File: src/hdl/ipv4_tcp_header_parser_macros.svh
// assertion macros for the ipv4 tcp header parser
`ifndef IPV4_TCP_HEADER_PARSER_MACROS_SVH
`define IPV4_TCP_HEADER_PARSER_MACROS_SVH

`ifndef SYNTHESIS

`define IHTP_ASSERT(label, clk, rst, prop) \
   label: assert property (@(posedge clk) disable iff (rst) (prop)) \
      else $error("ihtp assertion failed");

`define IHTP_ASSERT_IMPL(label, clk, rst, ante, cons) \
   label: assert property (@(posedge clk) disable iff (rst) (ante) |-> (cons)) \
      else $error("ihtp assertion failed");

`define IHTP_ASSERT_NEXT(label, clk, rst, ante, cons) \
   label: assert property (@(posedge clk) disable iff (rst) (ante) |=> (cons)) \
      else $error("ihtp assertion failed");

`else

`define IHTP_ASSERT(label, clk, rst, prop)

`define IHTP_ASSERT_IMPL(label, clk, rst, ante, cons)

`define IHTP_ASSERT_NEXT(label, clk, rst, ante, cons)

`endif

`endif

File: src/hdl/ihtp_pkg.sv
// shared types and constants for the ipv4 tcp header parser
package ihtp_pkg;

   localparam int unsigned CaptureLimitDefault = 8192;
   localparam logic [15:0] HttpPortReset       = 16'd80;
   localparam logic [15:0] EthHdrBytes         = 16'd14;
   localparam logic [15:0] MinHdrBytes         = 16'd20;
   localparam logic [15:0] EthertypeIpv4       = 16'h0800;
   localparam logic [7:0]  ProtoTcp            = 8'd6;
   localparam logic [3:0]  IpVersion4          = 4'd4;
   localparam int          RspDataWidth        = 224;

   typedef enum logic [3:0] {
      STATUS_OK             = 4'd0,
      STATUS_SHORT_ETH      = 4'd1,
      STATUS_NOT_IPV4       = 4'd2,
      STATUS_SHORT_IP       = 4'd3,
      STATUS_BAD_VERSION    = 4'd4,
      STATUS_BAD_IHL        = 4'd5,
      STATUS_SHORT_IP_OPTS  = 4'd6,
      STATUS_NOT_TCP        = 4'd7,
      STATUS_SHORT_TCP      = 4'd8,
      STATUS_BAD_OFFSET     = 4'd9,
      STATUS_SHORT_TCP_OPTS = 4'd10,
      STATUS_BAD_TOTAL_LEN  = 4'd11
   } status_type;

   typedef struct packed {
      logic [15:0] count;
      logic [47:0] dst_mac;
      logic [47:0] src_mac;
      logic [15:0] ethertype;
      logic [7:0]  version_ihl;
      logic [15:0] total_len;
      logic [7:0]  protocol;
      logic [31:0] src_ip;
      logic [31:0] dst_ip;
      logic [15:0] tcp_src;
      logic [15:0] tcp_dst;
      logic [3:0]  data_offset;
   } frame_type;

   // first member in the highest bits, status ends up at bit 0
   typedef struct packed {
      logic [15:0] payload_bytes;
      logic [5:0]  tcp_hdr_bytes;
      logic [5:0]  ip_hdr_bytes;
      logic [15:0] tcp_dst;
      logic [15:0] tcp_src;
      logic [31:0] dst_ip;
      logic [31:0] src_ip;
      logic [47:0] src_mac;
      logic [47:0] dst_mac;
      status_type  status;
   } rsp_data_type;

endpackage

File: src/hdl/ihtp_capture.sv
// per-byte header field capture and frame byte count
`include "ipv4_tcp_header_parser_macros.svh"

module ihtp_capture #(
   parameter int unsigned CAPTURE_LIMIT = ihtp_pkg::CaptureLimitDefault
) (
   input  logic                clock,
   input  logic                reset,
   input  logic                byte_valid,
   input  logic [7:0]          byte_data,
   input  logic                byte_last,
   input  logic                advance,
   output ihtp_pkg::frame_type frame,
   output logic                frame_done
);

   localparam logic [15:0] CountLimit = 16'(CAPTURE_LIMIT);

   ihtp_pkg::frame_type frame_ff, frame_in, base, upd;
   logic                done_ff, done_in;
   logic [15:0]         pos;
   logic [15:0]         tcp_base;

   always_comb begin
      base     = done_ff ? '0 : frame_ff;
      upd      = base;
      pos      = base.count;
      tcp_base = ihtp_pkg::EthHdrBytes + {10'd0, base.version_ihl[3:0], 2'b00};
      if (byte_valid && (base.count < CountLimit)) begin
         upd.count = base.count + 16'd1;
         if (pos < 16'd6) begin
            upd.dst_mac = {base.dst_mac[39:0], byte_data};
         end else if (pos < 16'd12) begin
            upd.src_mac = {base.src_mac[39:0], byte_data};
         end else if (pos < 16'd14) begin
            upd.ethertype = {base.ethertype[7:0], byte_data};
         end else if (pos == 16'd14) begin
            upd.version_ihl = byte_data;
         end else if ((pos == 16'd16) || (pos == 16'd17)) begin
            upd.total_len = {base.total_len[7:0], byte_data};
         end else if (pos == 16'd23) begin
            upd.protocol = byte_data;
         end else if ((pos >= 16'd26) && (pos < 16'd30)) begin
            upd.src_ip = {base.src_ip[23:0], byte_data};
         end else if ((pos >= 16'd30) && (pos < 16'd34)) begin
            upd.dst_ip = {base.dst_ip[23:0], byte_data};
         end
         // tcp fields follow the ip header, placed by the stored ihl
         if (pos > 16'd14) begin
            if ((pos == tcp_base) || (pos == tcp_base + 16'd1)) begin
               upd.tcp_src = {base.tcp_src[7:0], byte_data};
            end else if ((pos == tcp_base + 16'd2) || (pos == tcp_base + 16'd3)) begin
               upd.tcp_dst = {base.tcp_dst[7:0], byte_data};
            end else if (pos == tcp_base + 16'd12) begin
               upd.data_offset = byte_data[7:4];
            end
         end
      end
      if (done_ff && !advance) begin
         frame_in = frame_ff;
         done_in  = 1'b1;
      end else begin
         frame_in = upd;
         done_in  = byte_valid && byte_last;
      end
   end

   always_ff @(posedge clock) begin
      if (reset) begin
         frame_ff <= '0;
         done_ff  <= 1'b0;
      end else begin
         frame_ff <= frame_in;
         done_ff  <= done_in;
      end
   end

   assign frame      = frame_ff;
   assign frame_done = done_ff;

   `IHTP_ASSERT(a_count_limit, clock, reset, frame_ff.count <= CountLimit)
   `IHTP_ASSERT_NEXT(a_restart, clock, reset, done_ff && advance, frame_ff.count <= 16'd1)
   `IHTP_ASSERT_NEXT(a_hold_end, clock, reset, done_ff && !advance,
                     done_ff && $stable(frame_ff))

endmodule

File: src/hdl/ihtp_check.sv
// end-of-frame checks, payload length and result register
`include "ipv4_tcp_header_parser_macros.svh"

module ihtp_check (
   input  logic                   clock,
   input  logic                   reset,
   input  ihtp_pkg::frame_type    frame,
   input  logic                   frame_done,
   input  logic [15:0]            http_port,
   input  logic                   rsp_ready,
   output logic                   advance,
   output logic                   rsp_valid,
   output ihtp_pkg::rsp_data_type rsp_data,
   output logic                   rsp_http
);

   logic [5:0]             ihl_bytes;
   logic [5:0]             tcp_bytes;
   logic [15:0]            ip_end;
   logic [15:0]            tcp_end;
   logic [15:0]            hdr_sum;
   logic [15:0]            pay_len;
   logic [15:0]            cap_left;
   logic [15:0]            pay;
   ihtp_pkg::status_type   status;
   ihtp_pkg::rsp_data_type data_in, rsp_data_ff;
   logic                   http_in, rsp_http_ff;
   logic                   rsp_valid_ff, rsp_valid_in;

   always_comb begin
      ihl_bytes = {frame.version_ihl[3:0], 2'b00};
      tcp_bytes = {frame.data_offset, 2'b00};
      ip_end    = ihtp_pkg::EthHdrBytes + 16'(ihl_bytes);
      tcp_end   = ip_end + 16'(tcp_bytes);
      hdr_sum   = 16'(ihl_bytes) + 16'(tcp_bytes);
      if (frame.count < ihtp_pkg::EthHdrBytes) begin
         status = ihtp_pkg::STATUS_SHORT_ETH;
      end else if (frame.ethertype != ihtp_pkg::EthertypeIpv4) begin
         status = ihtp_pkg::STATUS_NOT_IPV4;
      end else if (frame.count < ihtp_pkg::EthHdrBytes + ihtp_pkg::MinHdrBytes) begin
         status = ihtp_pkg::STATUS_SHORT_IP;
      end else if (frame.version_ihl[7:4] != ihtp_pkg::IpVersion4) begin
         status = ihtp_pkg::STATUS_BAD_VERSION;
      end else if (16'(ihl_bytes) < ihtp_pkg::MinHdrBytes) begin
         status = ihtp_pkg::STATUS_BAD_IHL;
      end else if (frame.count < ip_end) begin
         status = ihtp_pkg::STATUS_SHORT_IP_OPTS;
      end else if (frame.protocol != ihtp_pkg::ProtoTcp) begin
         status = ihtp_pkg::STATUS_NOT_TCP;
      end else if (frame.count < ip_end + ihtp_pkg::MinHdrBytes) begin
         status = ihtp_pkg::STATUS_SHORT_TCP;
      end else if (16'(tcp_bytes) < ihtp_pkg::MinHdrBytes) begin
         status = ihtp_pkg::STATUS_BAD_OFFSET;
      end else if (frame.count < tcp_end) begin
         status = ihtp_pkg::STATUS_SHORT_TCP_OPTS;
      end else if (frame.total_len < hdr_sum) begin
         status = ihtp_pkg::STATUS_BAD_TOTAL_LEN;
      end else begin
         status = ihtp_pkg::STATUS_OK;
      end
      pay_len  = frame.total_len - hdr_sum;
      cap_left = frame.count - tcp_end;
      pay      = (pay_len > cap_left) ? cap_left : pay_len;
      data_in  = '0;
      http_in  = 1'b0;
      data_in.status = status;
      if (status == ihtp_pkg::STATUS_OK) begin
         data_in.dst_mac       = frame.dst_mac;
         data_in.src_mac       = frame.src_mac;
         data_in.src_ip        = frame.src_ip;
         data_in.dst_ip        = frame.dst_ip;
         data_in.tcp_src       = frame.tcp_src;
         data_in.tcp_dst       = frame.tcp_dst;
         data_in.ip_hdr_bytes  = ihl_bytes;
         data_in.tcp_hdr_bytes = tcp_bytes;
         data_in.payload_bytes = pay;
         http_in = (pay != 16'd0) &&
                   ((frame.tcp_src == http_port) || (frame.tcp_dst == http_port));
      end
   end

   assign advance      = frame_done && (!rsp_valid_ff || rsp_ready);
   assign rsp_valid_in = advance || (rsp_valid_ff && !rsp_ready);

   always_ff @(posedge clock) begin
      if (reset) begin
         rsp_valid_ff <= 1'b0;
      end else begin
         rsp_valid_ff <= rsp_valid_in;
      end
      if (advance) begin
         rsp_data_ff <= data_in;
         rsp_http_ff <= http_in;
      end
   end

   assign rsp_valid = rsp_valid_ff;
   assign rsp_data  = rsp_data_ff;
   assign rsp_http  = rsp_http_ff;

   `IHTP_ASSERT_IMPL(a_http_payload, clock, reset, rsp_valid_ff && rsp_http_ff,
                     rsp_data_ff.payload_bytes != 16'd0)
   `IHTP_ASSERT_IMPL(a_fail_zero, clock, reset,
                     rsp_valid_ff && (rsp_data_ff.status != ihtp_pkg::STATUS_OK),
                     (rsp_data_ff.dst_mac == 48'd0) && (rsp_data_ff.src_ip == 32'd0) &&
                     (rsp_data_ff.payload_bytes == 16'd0) && !rsp_http_ff)
   `IHTP_ASSERT_NEXT(a_load_valid, clock, reset, advance, rsp_valid_ff)

endmodule

File: src/hdl/ipv4_tcp_header_parser.sv
// top level: ethernet ipv4 tcp header parser with http port register
// the last byte sets the frame-done register; the result register loads from it once any earlier result is taken
// throughput: one byte per cycle while req_tready is high, next frame may start right after a last byte
// a stalled result holds req_tready low only while a further finished frame waits
// reset clears the frame state, the result valid and sets http_port to 80

module ipv4_tcp_header_parser #(
   parameter int unsigned CAPTURE_LIMIT = ihtp_pkg::CaptureLimitDefault
) (
   input  logic         clock,
   input  logic         reset,
   input  logic         req_tvalid,
   output logic         req_tready,
   input  logic [7:0]   req_tdata,   // data_byte
   input  logic         req_tlast,   // last_byte
   output logic         rsp_tvalid,
   input  logic         rsp_tready,
   // status, dst_mac, src_mac, src_ip, dst_ip, tcp source port, tcp destination port,
   // ip_hdr_bytes, tcp_hdr_bytes, payload_bytes
   output logic [223:0] rsp_tdata,
   output logic         rsp_tuser,   // is_http
   input  logic         csr_valid,
   output logic         csr_ready,
   input  logic [15:0]  csr_data     // http_port
);

   logic [15:0]            http_port_reg_ff;
   logic                   accept;
   logic                   advance;
   logic                   frame_done;
   ihtp_pkg::frame_type    frame;
   ihtp_pkg::rsp_data_type rsp_data;

   assign csr_ready = 1'b1;

   always_ff @(posedge clock) begin
      if (reset) begin
         http_port_reg_ff <= ihtp_pkg::HttpPortReset;
      end else if (csr_valid && csr_ready) begin
         http_port_reg_ff <= csr_data;
      end
   end

   assign req_tready = !frame_done || advance;
   assign accept     = req_tvalid && req_tready;

   ihtp_capture #(
      .CAPTURE_LIMIT (CAPTURE_LIMIT)
   ) u_capture (
      .clock      (clock),
      .reset      (reset),
      .byte_valid (accept),
      .byte_data  (req_tdata),
      .byte_last  (req_tlast),
      .advance    (advance),
      .frame      (frame),
      .frame_done (frame_done)
   );

   ihtp_check u_check (
      .clock      (clock),
      .reset      (reset),
      .frame      (frame),
      .frame_done (frame_done),
      .http_port  (http_port_reg_ff),
      .rsp_ready  (rsp_tready),
      .advance    (advance),
      .rsp_valid  (rsp_tvalid),
      .rsp_data   (rsp_data),
      .rsp_http   (rsp_tuser)
   );

   assign rsp_tdata = rsp_data;

endmodule

File: config.mk
export PLATFORM = sky130hd
export DESIGN_NAME = ipv4_tcp_header_parser
export DESIGN_NICKNAME = d
export VERILOG_FILES = /design/src/hdl/ihtp_pkg.sv /design/src/hdl/ihtp_capture.sv /design/src/hdl/ihtp_check.sv /design/src/hdl/ipv4_tcp_header_parser.sv
export VERILOG_INCLUDE_DIRS = /design/src /design/src/hdl
export SDC_FILE = /design/constraint.sdc
export NUM_CORES = 1
export LEC_CHECK = 0
export ABC_AREA = 1
export BUFFER_PORTS_ARGS = -buffer_cell sky130_fd_sc_hd__buf_2
export CORE_MARGIN = 10
export CORE_UTILIZATION = 54
export CTS_CLUSTER_DIAMETER = 30
export CTS_CLUSTER_SIZE = 25
export DETAILED_ROUTE_END_ITERATION = 16
export GPL_TIMING_DRIVEN = 0
export PLACE_DENSITY_LB_ADDON = 0.2
export SYNTH_ARGS = -nofsm -noshare
export SYNTH_HDL_FRONTEND = slang
export SYNTH_HIERARCHICAL = 1
export SYNTH_SLANG_ARGS = --single-unit
File: constraint.sdc
create_clock -name clock -period 17.54 [get_ports clock]
set_input_delay 3.508 -clock clock [delete_from_list [all_inputs] [get_ports clock]]
set_output_delay 3.508 -clock clock [all_outputs]
set_load 0.03 [all_outputs]
==> flow_summary.json <==
{
  "status": "completed",
  "cts_made_buffers": 102,
  "grt_max_degree": 34,
  "synth.yosys.seq_area_share_pct": 45.3,
  "fillers": 4129,
  "slew_violations": 0,
  "powerDensity_mw_per_mm2": 110,
  "core-area_mm2": 0.0492,
  "met1_length_mm": 32.6,
  "synthCells": 3551,
  "drive_gt1_share_pct": 16.8,
  "final_common_cell": "nand2_1",
  "max_clock_freq_mhz": 121,
  "clk_latency_ns": 0.65,
  "crit_fanout": 25,
  "antenna_found_initial": 5,
  "fin_ws_ns": 9.27,
  "grt_pass1_vias": 23100,
  "switchingPower_uw": 977,
  "cellInternalPower_uw": 2640,
  "p_comb_share_pct": 9.4,
  "skew_ns": 0.0351,
  "grt.overflow.total": 0,
  "worst_slew_pin_slew_ns": 1.30,
  "sw_frac_of_total_pct": 27.0,
  "layout.nets": 4008,
  "first_pass_iters": 6,
  "critPathKind": "in -> out",
  "setup_violations": 0,
  "cpPeakStageDelay_ns": 0.52,
  "cts_buffer_depth": 3,
  "crit_path_start_kind": "input pin",
  "start_util_pct": 54.8,
  "drtIter0Drc": 2747,
  "cts_setup_buffers": 0,
  "vias_per_cell": 5.25,
  "crit_buf_inv": 5,
  "grt_pass1_wl_mm": 127,
  "hold_viol": 0,
  "syn_to_final_growth_pct": 21.9,
  "setup_tns_ns": 0,
  "pwr-share-clk_pct": 55.1,
  "cap_violations": 0,
  "slowest_stage": "a21oi_4",
  "whs_path_depth": 2,
  "p_total_uw": 3610,
  "crit_chain": "buf_2, inv_1, a21oi_4, buf_12, inv_1, nand2_1, buf_2",
  "gp_congestion": 1.00,
  "cts-root-buf": "clkbuf_16",
  "yosys_warnings": 6,
  "power_frac_seq_pct": 35.6,
  "cp.depth": 7,
  "layout_common_cells": "nand2_1 (911), inv_1 (588), nor2_1 (384)",
  "drtAntennaViolNets": 0,
  "cts_resized": 0,
  "clk_pin_slew_worst_paths_ns": 0.05,
  "die_h_um": 243,
  "hpwl_mm": 59.3,
  "die-area_mm2": 0.0592,
  "worstPathArrival_ns": 4.76,
  "ir_drop_uv": 75.7,
  "relSlewSlack_pct": 12.5,
  "worstSetupEndpointType": "output pin",
  "syn-mean-instance-area_um2": 7.58,
  "ys_ff_latch": 499,
  "r2r_cells": 34,
  "die_w_um": 243,
  "min_period_ns": 8.27,
  "postCtsHoldBufs": 0,
  "clock-sinks": 499,
  "route.met2.wl_mm": 38.6,
  "vias": 24500,
  "top_layer": "met5",
  "preCtsSetupSlack_ns": 9.24,
  "drc_errors": 0,
  "routedWlPerCell_um": 17.6,
  "cts_tree": "done",
  "critical_path.top_delay_family": "buffers and inverters",
  "hp-class": "reg -> reg",
  "required_ns": 14.03,
  "drt_wl_total_mm": 82.1,
  "fp-row-count": 81,
  "synth.distinct_cells": 54,
  "p_leak_uw": 0.0142,
  "netlist_area_mm2": 0.0269,
  "dr_wl_met3_mm": 7.41,
  "io_pins": 258,
  "grt_usage_pct": 26.8,
  "post-route-period-util_pct": 47.2,
  "portBuffers": 252,
  "rsz0062_at_grt": "false",
  "htreeDepth": 3
}
worst reg2reg max path: cells and delay by family (launching register included):
family	cells	cell delay, ns
fa+ha+maj	4	1.19
compound gates	3	0.67
buf+inv	5	0.83
flops	1	0.60
simple gates	22	2.87
kinds of logic after synthesis:
| family | Yosys count | synth area share, % |
|---|---|---|
| AO/OA/AOI/OAI | 492 | 10.1 |
| XOR/XNOR | 45 | 1.46 |
| adder cells (fa/ha/maj) | 60 | 2.90 |
| buffers and inverters | 778 | 12.1 |
| flip-flops | 499 | 45.3 |
| other | 2 | 0.0279 |
| AND/OR/NAND/NOR | 1675 | 28.1 |
cell usage after synthesis (all sizes together):
| master | number | area, um2 |
|---|---|---|
| nand2 | 924 | 3510 |
| nor3b | 2 | 15.0 |
| nand4 | 38 | 238 |
| o21a | 2 | 15.0 |
| clkbuf | 92 | 345 |
| o2bb2ai | 1 | 8.76 |
| a31oi | 11 | 68.8 |
| fa | 4 | 80.1 |
| dfxtp | 278 | 5570 |
| ha | 56 | 701 |
| nor4 | 10 | 62.6 |
| o21ai | 158 | 810 |
| o31ai | 3 | 22.5 |
| nand3b | 9 | 67.6 |
| xnor2 | 24 | 210 |
| a211oi | 1 | 7.51 |
| xor2 | 21 | 184 |
| nor2 | 497 | 2620 |
| inv | 602 | 2260 |
| o21bai | 4 | 30.0 |
| a21oi | 211 | 1060 |
| edfxtp | 221 | 6640 |
| and2 | 1 | 6.26 |
| nand3 | 165 | 871 |
| a21boi | 2 | 18.8 |
| o211ai | 31 | 238 |
| o41ai | 1 | 8.76 |
| buf | 84 | 666 |
| conb | 2 | 7.51 |
| o22ai | 65 | 407 |
| a21o | 2 | 15.0 |
| and3 | 1 | 6.26 |
| nor3 | 23 | 131 |
| or2 | 5 | 31.3 |
power by group through the flow:
| stage | registers [uW] | clock network, uW | logic, uW |
|---|---|---|---|
| floorplan | 1350 | 0 | 183 |
| global placement | 1320 | 0 | 321 |
| detailed placement | 1310 | 0 | 331 |
| CTS | 1290 | 2000 | 333 |
| global route | 1290 | 2070 | 367 |
| finish | 1290 | 1990 | 338 |
state kept, by name, summed over array words and instances (netlist names):
name                  count
u_check/rsp_valid         1
http_port_reg_ff         16
u_capture/frame         260
u_check/rsp_data        220
u_check/rsp_http          1
u_capture/frame_done      1
final cells by class:
class / instances / area, um2 / share of cell area, %
Sequential cell: 499 / 12200 / 37.2
Multi-Input combinational cell: 2277 / 11500 / 34.9
Clock buffer: 114 / 2720 / 8.29
Inverter: 602 / 2260 / 6.88
Timing Repair Buffer: 260 / 1440 / 4.38
Buffer: 176 / 1010 / 3.08
Clock inverter: 80 / 890 / 2.71
Tap cell: 664 / 831 / 2.53
Antenna cell: 2 / 5.00 / 0.0152
metrics by stage:
stage | hold WS [ns] | util [%] | cells | area (um2)
3_3_place_gp | 0.469 | 59.1 | 4470 | 29000
2_1_floorplan | 0.458 | - | 3554 | 26900
4_1_cts | 0.479 | 66.8 | 4672 | 32800
5_1_grt | 0.496 | 66.8 | 4674 | 32800
6_report | 0.480 | 66.8 | 4674 | 32800
3_5_place_dp | 0.472 | 59.4 | 4478 | 29200
metal layers:
metal	up-vias	track usage, %
li1	12000	-
met1	11100	33.2
met2	1188	44.2
met3	220	5.34
met4	6	12.7
met5	-	0
path summary, 6_finish.rpt:
| path | slack (ns) | to | from |
|---|---|---|---|
| setup / recovery | 9.27 | req_tready | rsp_tready |
| hold / removal | 0.48 | u_capture/frame[159]$_SDFFE_PP0N_ | u_capture/frame[159]$_SDFFE_PP0N_ |
| setup reg to reg | 11.23 | u_check/rsp_http$_SDFFCE_PP0P_ | u_capture/frame[124]$_SDFFE_PP0N_ |
| hold reg to reg | 0.48 | u_capture/frame[159]$_SDFFE_PP0N_ | u_capture/frame[159]$_SDFFE_PP0N_ |
Power figures use the tool's default switching activity.
